$ cat config.mk
export PLATFORM = sky130hd
export DESIGN_NAME = lru_key_value_cache_core_flat
export DESIGN_NICKNAME = d
export VERILOG_FILES = /design/src/hdl/lkvc_pkg.sv /design/src/hdl/lkvc_if.sv /design/src/hdl/lkvc_ram.sv /design/src/hdl/lkvc_ctrl.sv /design/src/hdl/lkvc_datapath.sv /design/src/hdl/lru_key_value_cache_core.sv /design/src/flat_wrapper.sv
export SDC_FILE = /design/constraint.sdc
export NUM_CORES = 1
export LEC_CHECK = 0
export BUFFER_PORTS_ARGS = -buffer_cell sky130_fd_sc_hd__buf_2
export CAP_MARGIN = 25
export CORE_AREA = 2 2 313 315
export CTS_CLUSTER_DIAMETER = 120
export DETAILED_ROUTE_END_ITERATION = 6
export DIE_AREA = 0 0 315 317
export PLACE_DENSITY = 0.75
export SYNTH_ARGS = -nofsm -noshare
export SYNTH_HDL_FRONTEND = slang
export SYNTH_SLANG_ARGS = --single-unit
$ cat constraint.sdc
create_clock -name clk -period 12.4 [get_ports clk]
set_input_delay 0.62 -clock clk [delete_from_list [all_inputs] [get_ports clk]]
set_output_delay 0.62 -clock clk [all_outputs]
set_load 0.03 [all_outputs]
$ cat src/hdl/lkvc_pkg.sv
// shared types and constants of the lru key-value cache
`timescale 1ns / 1ps
package lkvc_pkg;

	localparam int KEY_W  = 32;
	localparam int DATA_W = 32;
	localparam int CAP_W  = 5;

	localparam logic [CAP_W-1:0] CAP_RESET = 5'd16;

	localparam logic OP_GET = 1'b0;
	localparam logic OP_PUT = 1'b1;

	// controller to datapath
	typedef struct packed {
		logic accept;
		logic scan_en;
		logic decide;
		logic upd_en;
		logic load_out;
	} lkvc_cmd_t;

	// datapath to controller
	typedef struct packed {
		logic pass_done;
		logic need_update;
		logic out_free;
	} lkvc_sts_t;

endpackage

$ cat src/hdl/lkvc_if.sv
// request and response channel interfaces of the lru key-value cache
`timescale 1ns / 1ps
interface lkvc_req_if import lkvc_pkg::*; ();
	logic                     valid;
	logic                     ready;
	logic                     opcode;
	logic signed [KEY_W-1:0]  lookup_key;
	logic signed [DATA_W-1:0] store_value;

	modport source (output valid, opcode, lookup_key, store_value, input ready);
	modport sink (input valid, opcode, lookup_key, store_value, output ready);
endinterface

interface lkvc_rsp_if import lkvc_pkg::*; ();
	logic                     valid;
	logic                     ready;
	logic                     hit;
	logic signed [DATA_W-1:0] read_value;

	modport source (output valid, hit, read_value, input ready);
	modport sink (input valid, hit, read_value, output ready);
endinterface

$ cat src/hdl/lkvc_ram.sv
// generic single write port ram with registered read
`timescale 1ns / 1ps
module lkvc_ram #(
	parameter int WIDTH = 32,
	parameter int DEPTH = 16
) (
	input  logic                                    clk,
	input  logic                                    we,
	input  logic [((DEPTH > 1) ? $clog2(DEPTH) : 1)-1:0] waddr,
	input  logic [WIDTH-1:0]                        wdata,
	input  logic                                    re,
	input  logic [((DEPTH > 1) ? $clog2(DEPTH) : 1)-1:0] raddr,
	output logic [WIDTH-1:0]                        rdata
);

	logic [WIDTH-1:0] mem [DEPTH];

	always_ff @(posedge clk) begin
		if (we) begin
			mem[waddr] <= wdata;
		end
		if (re) begin
			rdata <= mem[raddr];
		end
	end

endmodule

$ cat src/hdl/lkvc_ctrl.sv
// sequencing state machine of the lru key-value cache
`timescale 1ns / 1ps
module lkvc_ctrl import lkvc_pkg::*; (
	input  logic      clk,
	input  logic      arst_n,
	input  logic      req_valid,
	output logic      in_ready,
	input  lkvc_sts_t sts,
	output lkvc_cmd_t cmd
);

	typedef enum logic [2:0] {
		ST_IDLE,
		ST_SCAN,
		ST_DECIDE,
		ST_UPDATE,
		ST_DONE
	} state_t;

	state_t state_q;

	always_ff @(posedge clk or negedge arst_n) begin
		if (!arst_n) begin
			state_q <= ST_IDLE;
		end else begin
			unique case (state_q)
				ST_IDLE: begin
					if (req_valid) state_q <= ST_SCAN;
				end
				ST_SCAN: begin
					if (sts.pass_done) state_q <= ST_DECIDE;
				end
				ST_DECIDE: begin
					state_q <= sts.need_update ? ST_UPDATE : ST_DONE;
				end
				ST_UPDATE: begin
					if (sts.pass_done) state_q <= ST_DONE;
				end
				ST_DONE: begin
					if (sts.out_free) state_q <= ST_IDLE;
				end
				default: state_q <= ST_IDLE;
			endcase
		end
	end

	assign in_ready = (state_q == ST_IDLE);

	always_comb begin
		cmd          = '0;
		cmd.accept   = (state_q == ST_IDLE) && req_valid;
		cmd.scan_en  = (state_q == ST_SCAN);
		cmd.decide   = (state_q == ST_DECIDE);
		cmd.upd_en   = (state_q == ST_UPDATE);
		cmd.load_out = (state_q == ST_DONE) && sts.out_free;
	end

endmodule

$ cat src/hdl/lkvc_datapath.sv
// entry scan, lru bookkeeping and result register of the lru key-value cache
`timescale 1ns / 1ps
module lkvc_datapath import lkvc_pkg::*; #(
	parameter int MAX_ENTRIES = 16
) (
	input  logic                     clk,
	input  logic                     arst_n,
	input  lkvc_cmd_t                cmd,
	output lkvc_sts_t                sts,
	input  logic [CAP_W-1:0]         cap,
	input  logic                     req_opcode,
	input  logic signed [KEY_W-1:0]  req_key,
	input  logic signed [DATA_W-1:0] req_value,
	input  logic                     out_ready,
	output logic                     out_valid,
	output logic                     out_hit,
	output logic signed [DATA_W-1:0] out_value
);

	localparam int IW   = (MAX_ENTRIES > 1) ? $clog2(MAX_ENTRIES) : 1;
	localparam int CW   = $clog2(MAX_ENTRIES + 1);
	localparam int RW   = IW;
	localparam int EW   = KEY_W + DATA_W + RW;
	localparam int CMPW = (CW > CAP_W) ? CW : CAP_W;
	localparam logic [CW-1:0] LAST = CW'(MAX_ENTRIES);

	// request
	logic              op_q;
	logic [KEY_W-1:0]  key_q;
	logic [DATA_W-1:0] val_q;

	// pass sequencing
	logic [CW-1:0] cnt_q;
	logic          vld_s1;
	logic [IW-1:0] idx_s1;
	logic          issue;
	logic [IW-1:0] raddr;

	logic [MAX_ENTRIES-1:0] valid_q;
	logic [CW-1:0]          occ_q;

	// scan trackers
	logic              match_q, free_q, worst_q;
	logic [IW-1:0]     match_idx_q, free_idx_q, worst_idx_q;
	logic [RW-1:0]     match_rank_q, worst_rank_q;
	logic [DATA_W-1:0] match_data_q;

	// update pass
	logic [IW-1:0]     tgt_q;
	logic [RW-1:0]     old_q;
	logic              all_q;
	logic [DATA_W-1:0] wdata_q;

	logic              res_hit_q;
	logic [DATA_W-1:0] res_val_q;
	logic              out_valid_q, out_hit_q;
	logic [DATA_W-1:0] out_val_q;

	// ram port
	logic [EW-1:0]     rdata, ram_wdata;
	logic              ram_we;
	logic [KEY_W-1:0]  r_key;
	logic [DATA_W-1:0] r_data;
	logic [RW-1:0]     r_rank;
	logic              v_s1, is_tgt;

	// decision
	logic [CAP_W-1:0]  cap_f;
	logic              room;
	logic              d_upd, d_all, d_ins;
	logic [IW-1:0]     d_tgt;
	logic [RW-1:0]     d_old;
	logic [DATA_W-1:0] d_data;

	assign issue  = (cmd.scan_en || cmd.upd_en) && (cnt_q != LAST);
	assign raddr  = cnt_q[IW-1:0];
	assign r_key  = rdata[EW-1 -: KEY_W];
	assign r_data = rdata[RW +: DATA_W];
	assign r_rank = rdata[RW-1:0];
	assign v_s1   = valid_q[idx_s1];
	assign is_tgt = (idx_s1 == tgt_q);

	lkvc_ram #(
		.WIDTH(EW),
		.DEPTH(MAX_ENTRIES)
	) u_entry_ram (
		.clk  (clk),
		.we   (ram_we),
		.waddr(idx_s1),
		.wdata(ram_wdata),
		.re   (issue),
		.raddr(raddr),
		.rdata(rdata)
	);

	// promote: target gets rank 0, more recent valid entries age by one
	assign ram_we = cmd.upd_en && vld_s1 &&
		(is_tgt || (v_s1 && (all_q || (r_rank < old_q))));
	assign ram_wdata = is_tgt ? {key_q, wdata_q, RW'(0)} :
		{r_key, r_data, r_rank + RW'(1)};

	// zero capacity acts as one, oversized capacity saturates through occ_q != LAST
	assign cap_f = (cap == '0) ? CAP_W'(1) : cap;
	assign room  = (occ_q != LAST) && (CMPW'(occ_q) < CMPW'(cap_f));

	always_comb begin
		d_upd  = 1'b0;
		d_all  = 1'b0;
		d_ins  = 1'b0;
		d_tgt  = match_idx_q;
		d_old  = match_rank_q;
		d_data = (op_q == OP_PUT) ? val_q : match_data_q;
		priority if (match_q) begin
			d_upd = 1'b1;
		end else if (op_q == OP_PUT && room && free_q) begin
			d_upd = 1'b1;
			d_all = 1'b1;
			d_ins = 1'b1;
			d_tgt = free_idx_q;
		end else if (op_q == OP_PUT && worst_q) begin
			d_upd = 1'b1;
			d_tgt = worst_idx_q;
			d_old = worst_rank_q;
		end
	end

	always_ff @(posedge clk or negedge arst_n) begin
		if (!arst_n) begin
			cnt_q       <= '0;
			vld_s1      <= 1'b0;
			valid_q     <= '0;
			occ_q       <= '0;
			match_q     <= 1'b0;
			free_q      <= 1'b0;
			worst_q     <= 1'b0;
			out_valid_q <= 1'b0;
		end else begin
			vld_s1 <= issue;
			if (cmd.accept || cmd.decide) begin
				cnt_q <= '0;
			end else if (issue) begin
				cnt_q <= cnt_q + CW'(1);
			end
			if (cmd.accept) begin
				match_q <= 1'b0;
				free_q  <= 1'b0;
				worst_q <= 1'b0;
			end else if (cmd.scan_en && vld_s1) begin
				if (v_s1 && r_key == key_q && !match_q) match_q <= 1'b1;
				if (!v_s1) free_q <= 1'b1;
				if (v_s1) worst_q <= 1'b1;
			end
			if (cmd.decide && d_ins) begin
				valid_q[free_idx_q] <= 1'b1;
				occ_q               <= occ_q + CW'(1);
			end
			if (cmd.load_out) begin
				out_valid_q <= 1'b1;
			end else if (out_ready) begin
				out_valid_q <= 1'b0;
			end
		end
	end

	always_ff @(posedge clk) begin
		idx_s1 <= raddr;
		if (cmd.accept) begin
			op_q  <= req_opcode;
			key_q <= req_key;
			val_q <= req_value;
		end
		if (cmd.scan_en && vld_s1) begin
			if (v_s1 && r_key == key_q && !match_q) begin
				match_idx_q  <= idx_s1;
				match_rank_q <= r_rank;
				match_data_q <= r_data;
			end
			if (!v_s1 && !free_q) free_idx_q <= idx_s1;
			if (v_s1 && (!worst_q || r_rank > worst_rank_q)) begin
				worst_idx_q  <= idx_s1;
				worst_rank_q <= r_rank;
			end
		end
		if (cmd.decide) begin
			tgt_q     <= d_tgt;
			old_q     <= d_old;
			all_q     <= d_all;
			wdata_q   <= d_data;
			res_hit_q <= match_q;
			res_val_q <= (op_q == OP_GET && match_q) ? match_data_q : '0;
		end
		if (cmd.load_out) begin
			out_hit_q <= res_hit_q;
			out_val_q <= res_val_q;
		end
	end

	assign sts.pass_done   = (cnt_q == LAST) && !vld_s1;
	assign sts.need_update = d_upd;
	assign sts.out_free    = !out_valid_q || out_ready;

	assign out_valid = out_valid_q;
	assign out_hit   = out_hit_q;
	assign out_value = out_val_q;

	a_occ_matches_valid: assert property (@(posedge clk) disable iff (!arst_n)
		$countones(valid_q) == int'(occ_q))
		else $error("occupancy out of step with valid bits");

	a_decide_after_scan: assert property (@(posedge clk) disable iff (!arst_n)
		cmd.decide |-> $past(sts.pass_done))
		else $error("decision taken before the scan finished");

	a_trackers_valid: assert property (@(posedge clk) disable iff (!arst_n)
		(match_q |-> valid_q[match_idx_q]) and (worst_q |-> valid_q[worst_idx_q]))
		else $error("tracked entry is not valid");

endmodule

$ cat src/hdl/lru_key_value_cache_core.sv
// top level of the lru key-value cache
`timescale 1ns / 1ps
//
// channel   direction  handshake           payload
// req       in         req.valid/ready     opcode, lookup_key, store_value
// rsp       out        rsp.valid/ready     hit, read_value
// cfg       in         cfg_we (no ready)   cfg_wdata = capacity_in_use
//
// one request at a time: accept, a scan pass through the single entry ram, a
// decision step, an update pass for hits and puts, then a load of the response
// register; a get miss skips the update pass.
// reset clears valid bits, occupancy and capacity (to 16); no clearing pass.
// a waiting response lets the next request in; a stalled rsp holds the last cycle.
//
module lru_key_value_cache_core import lkvc_pkg::*; #(
	parameter int MAX_ENTRIES = 16
) (
	input  logic             clk,
	input  logic             arst_n,
	lkvc_req_if.sink         req,
	lkvc_rsp_if.source       rsp,
	input  logic             cfg_we,
	input  logic [CAP_W-1:0] cfg_wdata
);

	// capacity register; the user must write it only while idle, the block does not enforce it
	logic [CAP_W-1:0] cap_q;

	// command and status between controller and datapath
	lkvc_cmd_t cmd;
	lkvc_sts_t sts;
	logic      in_ready;

	always_ff @(posedge clk or negedge arst_n) begin
		if (!arst_n) begin
			cap_q <= CAP_RESET;
		end else if (cfg_we) begin
			cap_q <= cfg_wdata;
		end
	end

	// sequencing of scan, decision, update and response load
	lkvc_ctrl u_ctrl (
		.clk      (clk),
		.arst_n   (arst_n),
		.req_valid(req.valid),
		.in_ready (in_ready),
		.sts      (sts),
		.cmd      (cmd)
	);

	// entry ram, valid bits, trackers and response register
	lkvc_datapath #(
		.MAX_ENTRIES(MAX_ENTRIES)
	) u_datapath (
		.clk       (clk),
		.arst_n    (arst_n),
		.cmd       (cmd),
		.sts       (sts),
		.cap       (cap_q),
		.req_opcode(req.opcode),
		.req_key   (req.lookup_key),
		.req_value (req.store_value),
		.out_ready (rsp.ready),
		.out_valid (rsp.valid),
		.out_hit   (rsp.hit),
		.out_value (rsp.read_value)
	);

	assign req.ready = in_ready;

endmodule

$ cat src/flat_wrapper.sv
// flat-port wrapper written by rule: the top's interface ports become plain ports
module lru_key_value_cache_core_flat import lkvc_pkg::*;
#(
	parameter int MAX_ENTRIES = 16
)
  (clk, arst_n, cfg_we, cfg_wdata, req_valid, req_opcode, req_lookup_key, req_store_value, req_ready, rsp_valid, rsp_hit, rsp_read_value, rsp_ready);
  lkvc_req_if req_i ();
  lkvc_rsp_if rsp_i ();
  input  logic clk;
  input  logic arst_n;
  input  logic cfg_we;
  input  logic [CAP_W-1:0] cfg_wdata;
  input wire logic [$bits(req_i.valid)-1:0] req_valid;
  input wire logic [$bits(req_i.opcode)-1:0] req_opcode;
  input wire logic [$bits(req_i.lookup_key)-1:0] req_lookup_key;
  input wire logic [$bits(req_i.store_value)-1:0] req_store_value;
  output wire logic [$bits(req_i.ready)-1:0] req_ready;
  output wire logic [$bits(rsp_i.valid)-1:0] rsp_valid;
  output wire logic [$bits(rsp_i.hit)-1:0] rsp_hit;
  output wire logic [$bits(rsp_i.read_value)-1:0] rsp_read_value;
  input wire logic [$bits(rsp_i.ready)-1:0] rsp_ready;
  assign req_i.valid = req_valid;
  assign req_i.opcode = req_opcode;
  assign req_i.lookup_key = req_lookup_key;
  assign req_i.store_value = req_store_value;
  assign req_ready = req_i.ready;
  assign rsp_valid = rsp_i.valid;
  assign rsp_hit = rsp_i.hit;
  assign rsp_read_value = rsp_i.read_value;
  assign rsp_i.ready = rsp_ready;
  lru_key_value_cache_core #(.MAX_ENTRIES(MAX_ENTRIES)) u_core (.clk(clk), .arst_n(arst_n), .req(req_i), .rsp(rsp_i), .cfg_we(cfg_we), .cfg_wdata(cfg_wdata));
endmodule
; ---- Yosys cells after proc, flatten, opt, wreduce, memory -nomap -nowiden
; Memory sizes are Yosys's and may differ from the RTL's. A register that Yosys moved wholly into a read port is not among the register bits.
; Cells that the tools add are included.
[totals]
regBits = 267
mem_bits_rw = 1088
input_bits = 75
output_inout_bits = 35
word_cells = 138
mem_count = 1
[memory_table]
columns = name, depth, width, rd, rd_ports_with_merged_regs, write_ports, line
row1 = u_core.u_datapath.u_entry_ram.mem, 16, 68, 1, 1, 1, lkvc_ram.sv:16  ; logic [WIDTH-1:0] mem [DEPTH];
[op_classes]
addsub = 3
order_cmp = 6
eq_ne = 14
muxes = 39
n_bitwise = 2
n_reduce_logical = 45
[op_table]
columns = op, n
row1 = two-way mux 68 bit, 1
row2 = == test 32 bit, 1
row3 = two-way mux 32 bit, 1
row4 = two-way mux 4 bit, 6
row5 = two-way mux 1 bit, 20
row6 = logical AND 1 bit, 19
row7 = OR 16 bit, 1
row8 = two-way mux 3 bit, 5
row9 = two-way mux 5 bit, 3
row10 = case mux 3 bit (5 select lines), 1
row11 = AND reduction 2 bit, 6
row12 = "adder 5 x 1 -> 5 bit, second input constant", 2
row13 = "less-than comparator 4 x 5 -> 1 bit, second input constant", 2
row14 = "inequality test 5 bit, second input constant", 2
row15 = nonzero test 2 bit, 5
row16 = "== test 3 x 2 -> 1 bit, second input constant", 2
row17 = zero test 1 bit, 6
row18 = logical OR 1 bit, 6
row19 = "inequality test 2 bit, second input constant", 3
row20 = "== test 5 bit, second input constant", 1
row21 = zero test 5 bit, 1
row22 = less-than comparator 5 bit, 1
row23 = "adder 4 x 1 -> 4 bit, second input constant", 1
row24 = binary-select mux 1 bit (select 4 bit), 1
row25 = other kinds (11), 12

; ---- Logic depth before layout (Yosys ltp)
; Gate-level depths: netlist of the first run.
[depth]
depth_word = 10
mapped_depth = 10
mapped_depth_nobuf = 7

; ---- Modules after synthesis
; Synthesis of the first run repeated with hierarchy kept, for this count alone.
[hier_totals]
cells_unflattened = 2409
hier_area_um2 = 53731.5
[modules_own_cells]
columns = module, n_inst, cells_each, area_per_inst_um2, seq_area_each_um2
row1 = lkvc_ram, 1, 1750, 42663.4, 34713.3
row2 = lkvc_datapath, 1, 623, 10641.5, 7582.3
row3 = lkvc_ctrl, 1, 26, 244.0, 75.1
row4 = lru_key_value_cache_core, 1, 10, 182.7, 126.4

; ---- Worst setup path after synthesis of the first run
; OpenSTA, ideal clock, no wires.
[synth_path]
kind = reg-to-reg
from = reg u_core.u_datapath.u_entry_ram.rdata[1] (read register of u_core.u_datapath.u_entry_ram.mem)
to = mem u_core.u_datapath.u_entry_ram.mem[13][0] (netlist name) (enable)
setup_time_ns = 0.858
t_arrival_ns = 12.011
required_time_ns = 11.542
path_slack_ns = -0.469
stages_incl_launch_ff = 6
path_buffers = 0
period_less_slack_ns = 12.869
cell_sequence = edfxtp_1 ha_1 a21o_1 a211oi_1 o21ai_1 a2111oi_0
[synth_via]
elab_chain_cells = 7
[synth_rtl]
columns = element, line
row1 = "start, declared", lkvc_ram.sv:13  ; output logic [WIDTH-1:0] rdata
row2 = less-than comparator 4 bit, lkvc_datapath.sv:98  ; (is_tgt || (v_s1 && (all_q || (r_rank < old_q))));
row3 = logical OR 1 bit, lkvc_datapath.sv:98
row4 = logical AND 1 bit, lkvc_datapath.sv:98
row5 = logical OR 1 bit, lkvc_datapath.sv:98
row6 = logical AND 1 bit, lkvc_datapath.sv:97  ; assign ram_we = cmd.upd_en && vld_s1 &&
row7 = two-way mux 1 bit, lkvc_ram.sv:19  ; if (we) begin
row8 = two-way mux 1 bit (not written as such), lkvc_ram.sv:20  ; mem[waddr] <= wdata;
row9 = "end, declared", lkvc_ram.sv:16
; Every way passes these cells.

; ---- Worst setup path in the final report of the first run
[layout_path]
from = reg u_core.u_datapath.cnt_q[0]
to = reg u_core.u_datapath.u_entry_ram.rdata[0] (read register of u_core.u_datapath.u_entry_ram.mem), data pin
[layout_via]
elab_chain_cells = 2
[layout_rtl]
columns = element, line
row1 = "start, declared", lkvc_datapath.sv:33  ; logic [CW-1:0] cnt_q;
row2 = "start signal, assigned", lkvc_datapath.sv:142  ; cnt_q <= cnt_q + CW'(1);
row3 = inequality test 5 bit, lkvc_datapath.sv:75  ; assign issue = (cmd.scan_en || cmd.upd_en) && (cnt_q != LAST);
row4 = logical AND 1 bit, lkvc_datapath.sv:75
; Several ways; a longest one is shown, not always the timed one.
; A chain may end at the register's enable or synchronous reset.

==> summary.txt, run 1 <==
Vias in the first global route = 25900
DR WL met2 = 59000 um
Slew @ Worst Pin = 1.15 ns
Skew final = 0.0324 ns
Worst endpoint data arrival time = 4.88 ns
DP HPWL = 57300 um
Cell taking the most area after synthesis = edfxtp_1
RD Place Congestion = 0.793
CP Launch Type = flop
Die ar. = 99900 um2
R2R Setup Slk = 7.99 ns
Power share of the clock group = 30.7%
Mapped Cells = 2394
Max Clk Rate = 227 MHz
Clock tree buffer depth = 3
Yosys top cell area share = 77.0%
Placed instance count = 3724
Worst r2r path cells = 5
Slew HR = 23.5%
Fillers = 6147
Final Slew Violations = 0
Global-route wire length before repair = 173000 um
Post-synthesis average cell area = 22.5 um2
CP Max Fanout = 46
Post-Route Utilization = 63.1%
Routed len/inst = 29.7 um
Port bufs = 109
CTS tree = built
Tmin final = 4.41 ns
Clock-pin slew on the worst setup and hold paths = 0.06 ns
I/O pin total = 110
Initial Utilization = 55.9%
Die H = 317 um
ANT nets after route = 0
P_sw = 3.74 mW
Ys async rst share = 2.74%
Final Instance Area = 60800 um2
Hold depth = 1
Cell Area, Synth = 53800 um2
DR top layer = met4
Cts bufs inserted = 139
Hold slack final = 0.0447 ns
Total gr overflow = 0
Synth cell types = 52
Setup TNS = 0 ns
Layout net count = 2683
Crit Path Class = reg -> reg
# clock sinks = 1423
Final setup viols = 0
Post-synth top flop = edfxtp_1
Placement Setup Slack = 7.21 ns
Largest net degree at the start of global routing = 180
Multi-input gate area = 10900 um2
Worst-skew pair later-pin latency = 0.75 ns
DRC = 0
Post-placement cell area = 56100 um2
HP Start = req_opcode
FP Rows = 114
GRT Util Overall = 24.2%
Starting DRT DRC Count = 3207
Area growth syn-to-layout = 12.9%
Post-synthesis sequential area ratio = 79.0%
Met3 Wirelength = 11200 um
N_diodes = 0
PD cells = 227 nW/um2
Syn_nets = 2485
Most common cell in the netlist = edfxtp_1
Synth area leaders = edfxtp_1 (77%), mux4_2 (14%), dfrtp_1 (1.8%)
Sequential share of power = 47.9%
Status = finished clean
Switching part of the total = 27.1%
# Max-Cap Violations = 0
Static Leak = 19.7 nW
Hold Fails Final Rpt = 0
Synthesized flop and latch total = 1423
CTS H-Tree Depth = 4
Share of cells above drive strength 1 = 28.9%
Ys Warns = 0
Hold Path End = u_core.u_datapath.op_q
Die Wd = 315 um
Routed WL = 118000 um
Required @ worst endpoint = 12.87 ns
Via Count = 25300
Post-route insts no fill = 3982
Initial antenna violation count = 1
Post-CTS Setup Inserts = 0
Post-DR vias/cell = 6.36
Router iterations before antenna repair = 5
Overall Power = 13.8 mW
P_int = 10.1 mW
Seq. cell area = 42500 um2
Post-CTS resize count = 0
RSZ-0062 raised after global routing = no
Gate power share = 21.4%
Worst min-delay path class = in -> reg
Number of synthesized flops with an enable pin = 1380
Wl on met1 = 45600 um
Final setup margin = 7.99 ns
Max VDD drop = 201 uV
Nature of the critical path endpoint = flop
Synth top cells by count = edfxtp_1 (1380), mux4_2 (344), nand2_1 (214), clkbuf_1 (66), mux2_2 (39)
Critical R2R Capture = u_core.u_datapath.u_entry_ram.rdata[0]
Root Driver = clkbuf_16
Core Footprint = 96300 um2
Period utilization = 35.6%
R2R Path Start = u_core.u_datapath.cnt_q[0]
[flip-flops by register name, summed over array words and instances, names as in the netlist, 16 cells and up]
register and flops:
u_core.u_datapath.val_q 32, u_core.u_datapath.u_entry_ram.mem 1088, u_core.u_datapath.key_q 32, u_core.u_datapath.out_value 32
u_core.u_datapath.wdata_q 32, u_core.u_datapath.valid_q 16, u_core.u_datapath.match_data_q 32, u_core.u_datapath.u_entry_ram.rdata 68
u_core.u_datapath.res_val_q 32
[worst max-delay path by stage]
| stage | start | to | slack (ns) |
|---|---|---|---|
| after global placement | u_core.u_datapath.cnt_q[0] | u_core.u_datapath.u_entry_ram.rdata[33] | 7.35 |
| final | u_core.u_datapath.cnt_q[0] | u_core.u_datapath.u_entry_ram.rdata[0] | 7.99 |
| after floorplan | u_core.u_datapath.u_entry_ram.rdata[1] | u_core.u_datapath.u_entry_ram.mem[13][0] | -0.47 |
| after global routing | u_core.u_datapath.cnt_q[0] | u_core.u_datapath.u_entry_ram.rdata[0] | 7.60 |
| after detailed placement | u_core.u_datapath.cnt_q[0] | u_core.u_datapath.u_entry_ram.rdata[2] | 7.21 |
| after CTS | u_core.u_datapath.cnt_q[0] | u_core.u_datapath.u_entry_ram.rdata[0] | 7.14 |
[layout make-up]
class	count	area share, %
clock buffers	173	6.09
clock inverters	82	1.47
inverters	25	0.157
multi-input cells	837	18.0
flip-flops and latches	1423	70.0
well taps	1276	2.63
repair buffers	166	1.68
[cells by family (layout without fill, tap and decap cells)]
group	Yosys count	count (layout)	synth area share [%]
AOI/OAI and AO/OA	70	70	0.956
xor gates and xnor gates	46	46	0.749
DFF	1423	1423	79.0
adders and majority gates	16	16	0.372
buffers and inverters	134	446	1.02
muxes	387	387	15.3
and+or+nand+nor	318	318	2.64
[what timing repair did]
action                                 4_1_cts  5_1_grt
hold buffers                                 1        0
endpoints found under the hold margin       23        0
setup endpoints to repair                    0        0
[placed cells by master (no fill, tap or decap), types with 5 or more instances in the layout]
cell and count:
ha_1 16, buf_2 109, nor4_1 7, inv_6 5, nand2_1 214, edfxtp_1 1380, buf_4 53, clkinv_2 26
dfrtp_1 34, clkinvlp_4 7, clkbuf_16 142, a211oi_4 6, nand3b_1 5, nor2_1 17, and2_1 35, clkinv_1 23
mux2_2 39, o21ai_0 8, mux4_2 344, inv_1 24, bufinv_16 15, xnor2_1 11, nand3_1 9, o21bai_1 13
nand4_1 8, a2111oi_2 8, clkbuf_1 28, xor2_1 35
[worst max-delay path: stages (launching register included)]
cell     delay [ns]
dfrtp_4        0.94
buf_4          0.85
buf_4          0.34
buf_4          0.75
mux4_2         0.63
mux4_2         0.48
[power by group through the flow]
stage / logic (mW) / registers [mW] / clock network (mW)
after floorplan: 2.31 / 6.48 / 0
after global placement: 2.76 / 6.70 / 0
after detailed placement: 2.90 / 6.72 / 0
after CTS: 2.95 / 6.62 / 4.29
after global routing: 3.18 / 6.65 / 4.46
final: 2.95 / 6.62 / 4.24
[routing by layer]
layer  track usage [%]  up-vias
met4              6.69        0
met5                 0        -
met1              33.9    13300
li1                  -    10300
met2              39.4     1501
met3              4.92      192
(Power assumes the default switching activity.)
==> inputs of run 2 (changes only) <==
--- a/config.mk
+++ b/config.mk
@@ -5,13 +5,14 @@
 export SDC_FILE = /design/constraint.sdc
 export NUM_CORES = 1
 export LEC_CHECK = 0
+export ABC_AREA = 1
 export BUFFER_PORTS_ARGS = -buffer_cell sky130_fd_sc_hd__buf_2
 export CAP_MARGIN = 25
-export CORE_AREA = 2 2 313 315
+export CORE_AREA = 2 2 302 304
 export CTS_CLUSTER_DIAMETER = 120
 export DETAILED_ROUTE_END_ITERATION = 6
-export DIE_AREA = 0 0 315 317
-export PLACE_DENSITY = 0.75
+export DIE_AREA = 0 0 304 306
+export PLACE_DENSITY = 0.78
 export SYNTH_ARGS = -nofsm -noshare
 export SYNTH_HDL_FRONTEND = slang
 export SYNTH_SLANG_ARGS = --single-unit
==> constraint.sdc (replaced) <==
create_clock -name clk -period 4.19 [get_ports clk]
set_input_delay 0.2095 -clock clk [delete_from_list [all_inputs] [get_ports clk]]
set_output_delay 0.2095 -clock clk [all_outputs]
set_load 0.03 [all_outputs]
==> summary.txt, run 2 <==
Post-CTS Setup Inserts = 0 (unchanged)
Synth top cells by count = edfxtp_1 (1380), nor2_1 (647), nand2_1 (604), o21ai_0 (598), o22ai_1 (273)
DP HPWL = 69000 um (+20%)
Port bufs = 109 (unchanged)
# Max-Cap Violations = 0 (unchanged)
Routed WL = 135000 um (+14%)
Largest family of logic cells by synthesized area = simple AND/OR/NAND/NOR gates
Biggest regs = u_core.u_datapath.u_entry_ram.mem x1088, u_core.u_datapath.u_entry_ram.rdata x68
Worst-skew pair later-pin latency = 0.77 ns (+0.02 ns)
# clock sinks = 1423 (unchanged)
Compound-Gate Fraction of Synth Area = 9.32% (+8.4 points)
Most flop-heavy register = u_core.u_datapath.u_entry_ram.mem
Layout net count = 4428 (+65%)
Ys async rst share = 2.74% (unchanged)
HP Start = req_lookup_key[31]
Post-route insts no fill = 5618 (+41%)
Skew final = 0.0462 ns (+0.0138 ns)
Gate power share = 26.8% (+5.4 points)
Multi-input gate area = 11300 um2 (+3.2%)
DRC = 0 (unchanged)
Max VDD drop = 595 uV (+200%)
Cell Area, Synth = 55100 um2 (+2.4%)
Share of cells above drive strength 1 = 10.7% (-18 points)
Hold Fails Final Rpt = 0 (unchanged)
Status = finished clean
Global-route wire length before repair = 202000 um (+17%)
Critical R2R Capture = u_core.u_datapath.u_entry_ram.mem[13][27]
Adder-cell share of the synthesized area = 0.363% (-0.0088 points)
Core Footprint = 89600 um2 (-6.9%)
Clock-pin slew on the worst setup and hold paths = 0.06 ns (about the same)
Synth area leaders = edfxtp_1 (75%), o21ai_0 (5.4%), nor2_1 (4.4%)
CTS H-Tree Depth = 4 (unchanged)
CTS tree = built
GRT Util Overall = 28.7% (+4.6 points)
Synth cell types = 39 (-25%)
Clock tree buffer depth = 3 (unchanged)
Mux cell area share after synthesis = 0.0409% (-15 points)
Switching part of the total = 33.6% (+6.5 points)
Worst r2r path cells = 13 (+8)
Area growth syn-to-layout = 13.8%
R2R Setup Slk = 1.10 ns (-6.89 ns)
Mapped Cells = 4162 (+74%)
Initial antenna violation count = 0 (-1)
Crit Path Class = reg -> reg
Final Instance Area = 62700 um2 (+3.3%)
Hold depth = 2 (+1)
CP Launch Type = flop
Post-placement cell area = 57200 um2 (+2.0%)
Total gr overflow = 0 (unchanged)
Root Driver = clkbuf_16
Placed instance count = 5279 (+42%)
Tmin final = 3.09 ns (-1.32 ns)
Largest net degree at the start of global routing = 224 (+24%)
Met3 Wirelength = 14700 um (+32%)
Period utilization = 73.8% (+38 points)
Final setup margin = 1.10 ns (-6.89 ns)
CP Max Fanout = 19 (-59%)
Power share of the clock group = 28.9% (-1.8 points)
Vias in the first global route = 34400 (+33%)
Post-synth top flop = edfxtp_1
Most common cell in the netlist = edfxtp_1
Worst endpoint data arrival time = 3.53 ns (-1.35 ns)
Initial Utilization = 61.5% (+5.6 points)
FP Rows = 110 (-3.5%)
P_sw = 14.5 mW (+290%)
Post-DR vias/cell = 6.25 (-1.6%)
Wl on met1 = 50400 um (+11%)
Die ar. = 93000 um2 (-6.8%)
Post-synthesis sequential area ratio = 77.1% (-1.9 points)
RSZ-0062 raised after global routing = no
Final setup viols = 0 (unchanged)
Number of synthesized flops with an enable pin = 1380 (unchanged)
Slew HR = 15.2% (-8.4 points)
Placement Setup Slack = 1.11 ns (-6.10 ns)
Setup TNS = 0 ns (unchanged)
Slew @ Worst Pin = 1.27 ns (+0.126 ns)
Cts bufs inserted = 141 (+1.4%)
Die Wd = 304 um (-3.5%)
Router iterations before antenna repair = 6 (+1)
N_diodes = 0 (unchanged)
PD cells = 688 nW/um2 (+200%)
Worst min-delay path class = in -> reg
Yosys top cell area share = 75.2% (-1.8 points)
ANT nets after route = 0 (unchanged)
Simple-gate area share of the yosys netlist = 10.1% (+7.5 points)
Post-synthesis xor/xnor area fraction = 0.318% (-0.43 points)
Static Leak = 21.4 nW (+9.1%)
Nature of the critical path endpoint = flop
Starting DRT DRC Count = 5037 (+57%)
Ys Warns = 0 (unchanged)
Post-synthesis average cell area = 13.2 um2 (-41%)
Seq. cell area = 42500 um2 (about the same)
Max Clk Rate = 324 MHz (+43%)
Hold Path End = u_core.u_datapath.key_q[31]
Required @ worst endpoint = 4.63 ns (-8.24 ns)
DR WL met2 = 64100 um (+8.7%)
I/O pin total = 110 (unchanged)
Routed len/inst = 24.0 um (-19%)
DR top layer = met4
Syn_nets = 4253 (+71%)
Sequential share of power = 44.3% (-3.6 points)
Final Slew Violations = 0 (unchanged)
Largest register FFs = 1088 (unchanged)
Die H = 306 um (-3.5%)
Synthesized flop and latch total = 1423 (unchanged)
Most common cell after layout, fill and taps aside = edfxtp_1
Cell taking the most area after synthesis = edfxtp_1
Post-CTS resize count = 0 (unchanged)
RD Place Congestion = 0.877 (+11%)
P_int = 28.6 mW (+180%)
Via Count = 35100 (+39%)
Commonest cells after routing, fill and taps aside = edfxtp_1 (1380), nor2_1 (628), nand2_1 (604)
Fillers = 5530 (-10%)
R2R Path Start = u_core.u_datapath.idx_s1[0]
run 2: cell types whose count changed after synthesis, moves of 104 or more:
cell / delta
o22ai_1: +273
o21ai_0: +590
mux4_2: -344
clkbuf_1: +104
nand2_1: +390
nor2_1: +629
run 2: worst max-delay path by stage:
| stage | end | start |
|---|---|---|
| final | u_core.u_datapath.u_entry_ram.mem[13][27] | u_core.u_datapath.idx_s1[0] |
| after global routing | u_core.u_datapath.u_entry_ram.mem[13][27] | u_core.u_datapath.idx_s1[0] |
| after detailed placement | u_core.u_datapath.u_entry_ram.mem[15][19] | u_core.u_datapath.idx_s1[0] |
| after CTS | u_core.u_datapath.u_entry_ram.mem[15][6] | u_core.u_datapath.idx_s1[0] |
| after floorplan | u_core.u_datapath.u_entry_ram.mem[0][0] | u_core.u_datapath.u_entry_ram.rdata[1] |
| after global placement | u_core.u_datapath.u_entry_ram.mem[13][27] | u_core.u_datapath.idx_s1[0] |
run 2: cell type report:
cell class | count | area share [%]
Clock buffer | 161 | 5.78
Clock inverter | 87 | 1.53
Inverter | 134 | 0.826
Multi-Input combinational cell | 2368 | 18.0
Sequential cell | 1423 | 67.7
Tap cell | 1176 | 2.35
Timing Repair Buffer | 269 | 3.78
run 2: cell families (layout without fill, tap and decap cells):
family / Yosys count / after routing
flops: 1423 / 1423
buf+inv: 371 / 651
mux: 2 / 2
simple gates: 1392 / 1392
compound gates: 938 / 938
fa+ha+maj: 16 / 16
xor+xnor: 20 / 20
run 2: metal layers:
metal  track usage [%]  vias to the layer above
met5                 0                        -
met4              12.0                        0
met3              5.31                      369
met2              46.1                     2271
met1              39.3                    17000
li1                  -                    15500
run 2: power by group through the flow:
stage	logic, mW	clock network [mW]	registers, mW
2_1_floorplan	7.61	0	19.1
3_3_place_gp	10.6	0	19.4
3_5_place_dp	11.0	0	19.4
4_1_cts	11.2	12.6	19.1
5_1_grt	12.6	13.1	19.2
6_report	11.6	12.5	19.1
run 2: repair_timing:
| action | 4_1_cts | 5_1_grt |
|---|---|---|
| hold endpoints to repair | 111 | 2 |
| setup endpoints to repair | 0 | 0 |
| hold buffers | 83 | 1 |
run 2: stage by stage:
step                hold WS [ns]  total power [mW]  util (%)
floorplan                -0.0861              26.7         -
global placement           0.386              30.0      63.9
detailed placement         0.388              30.4      63.9
CTS                        0.114              42.9      69.9
global route               0.144              44.9      70.0
finish                     0.165              43.2      70.0
run 2: critical path, cell delays in order, from the launching register on:
cell and delay, ns:
dfxtp_1 0.65, nand2_1 0.20, nor2_1 0.13, a21oi_1 0.06, nand2_1 0.08, nand2_1 0.05, nand2_1 0.09, inv_2 0.05
nand2_4 0.07, nand2_2 0.07, nand2_4 0.09, nand3_2 0.21, nor2_4 0.72, buf_12 0.28
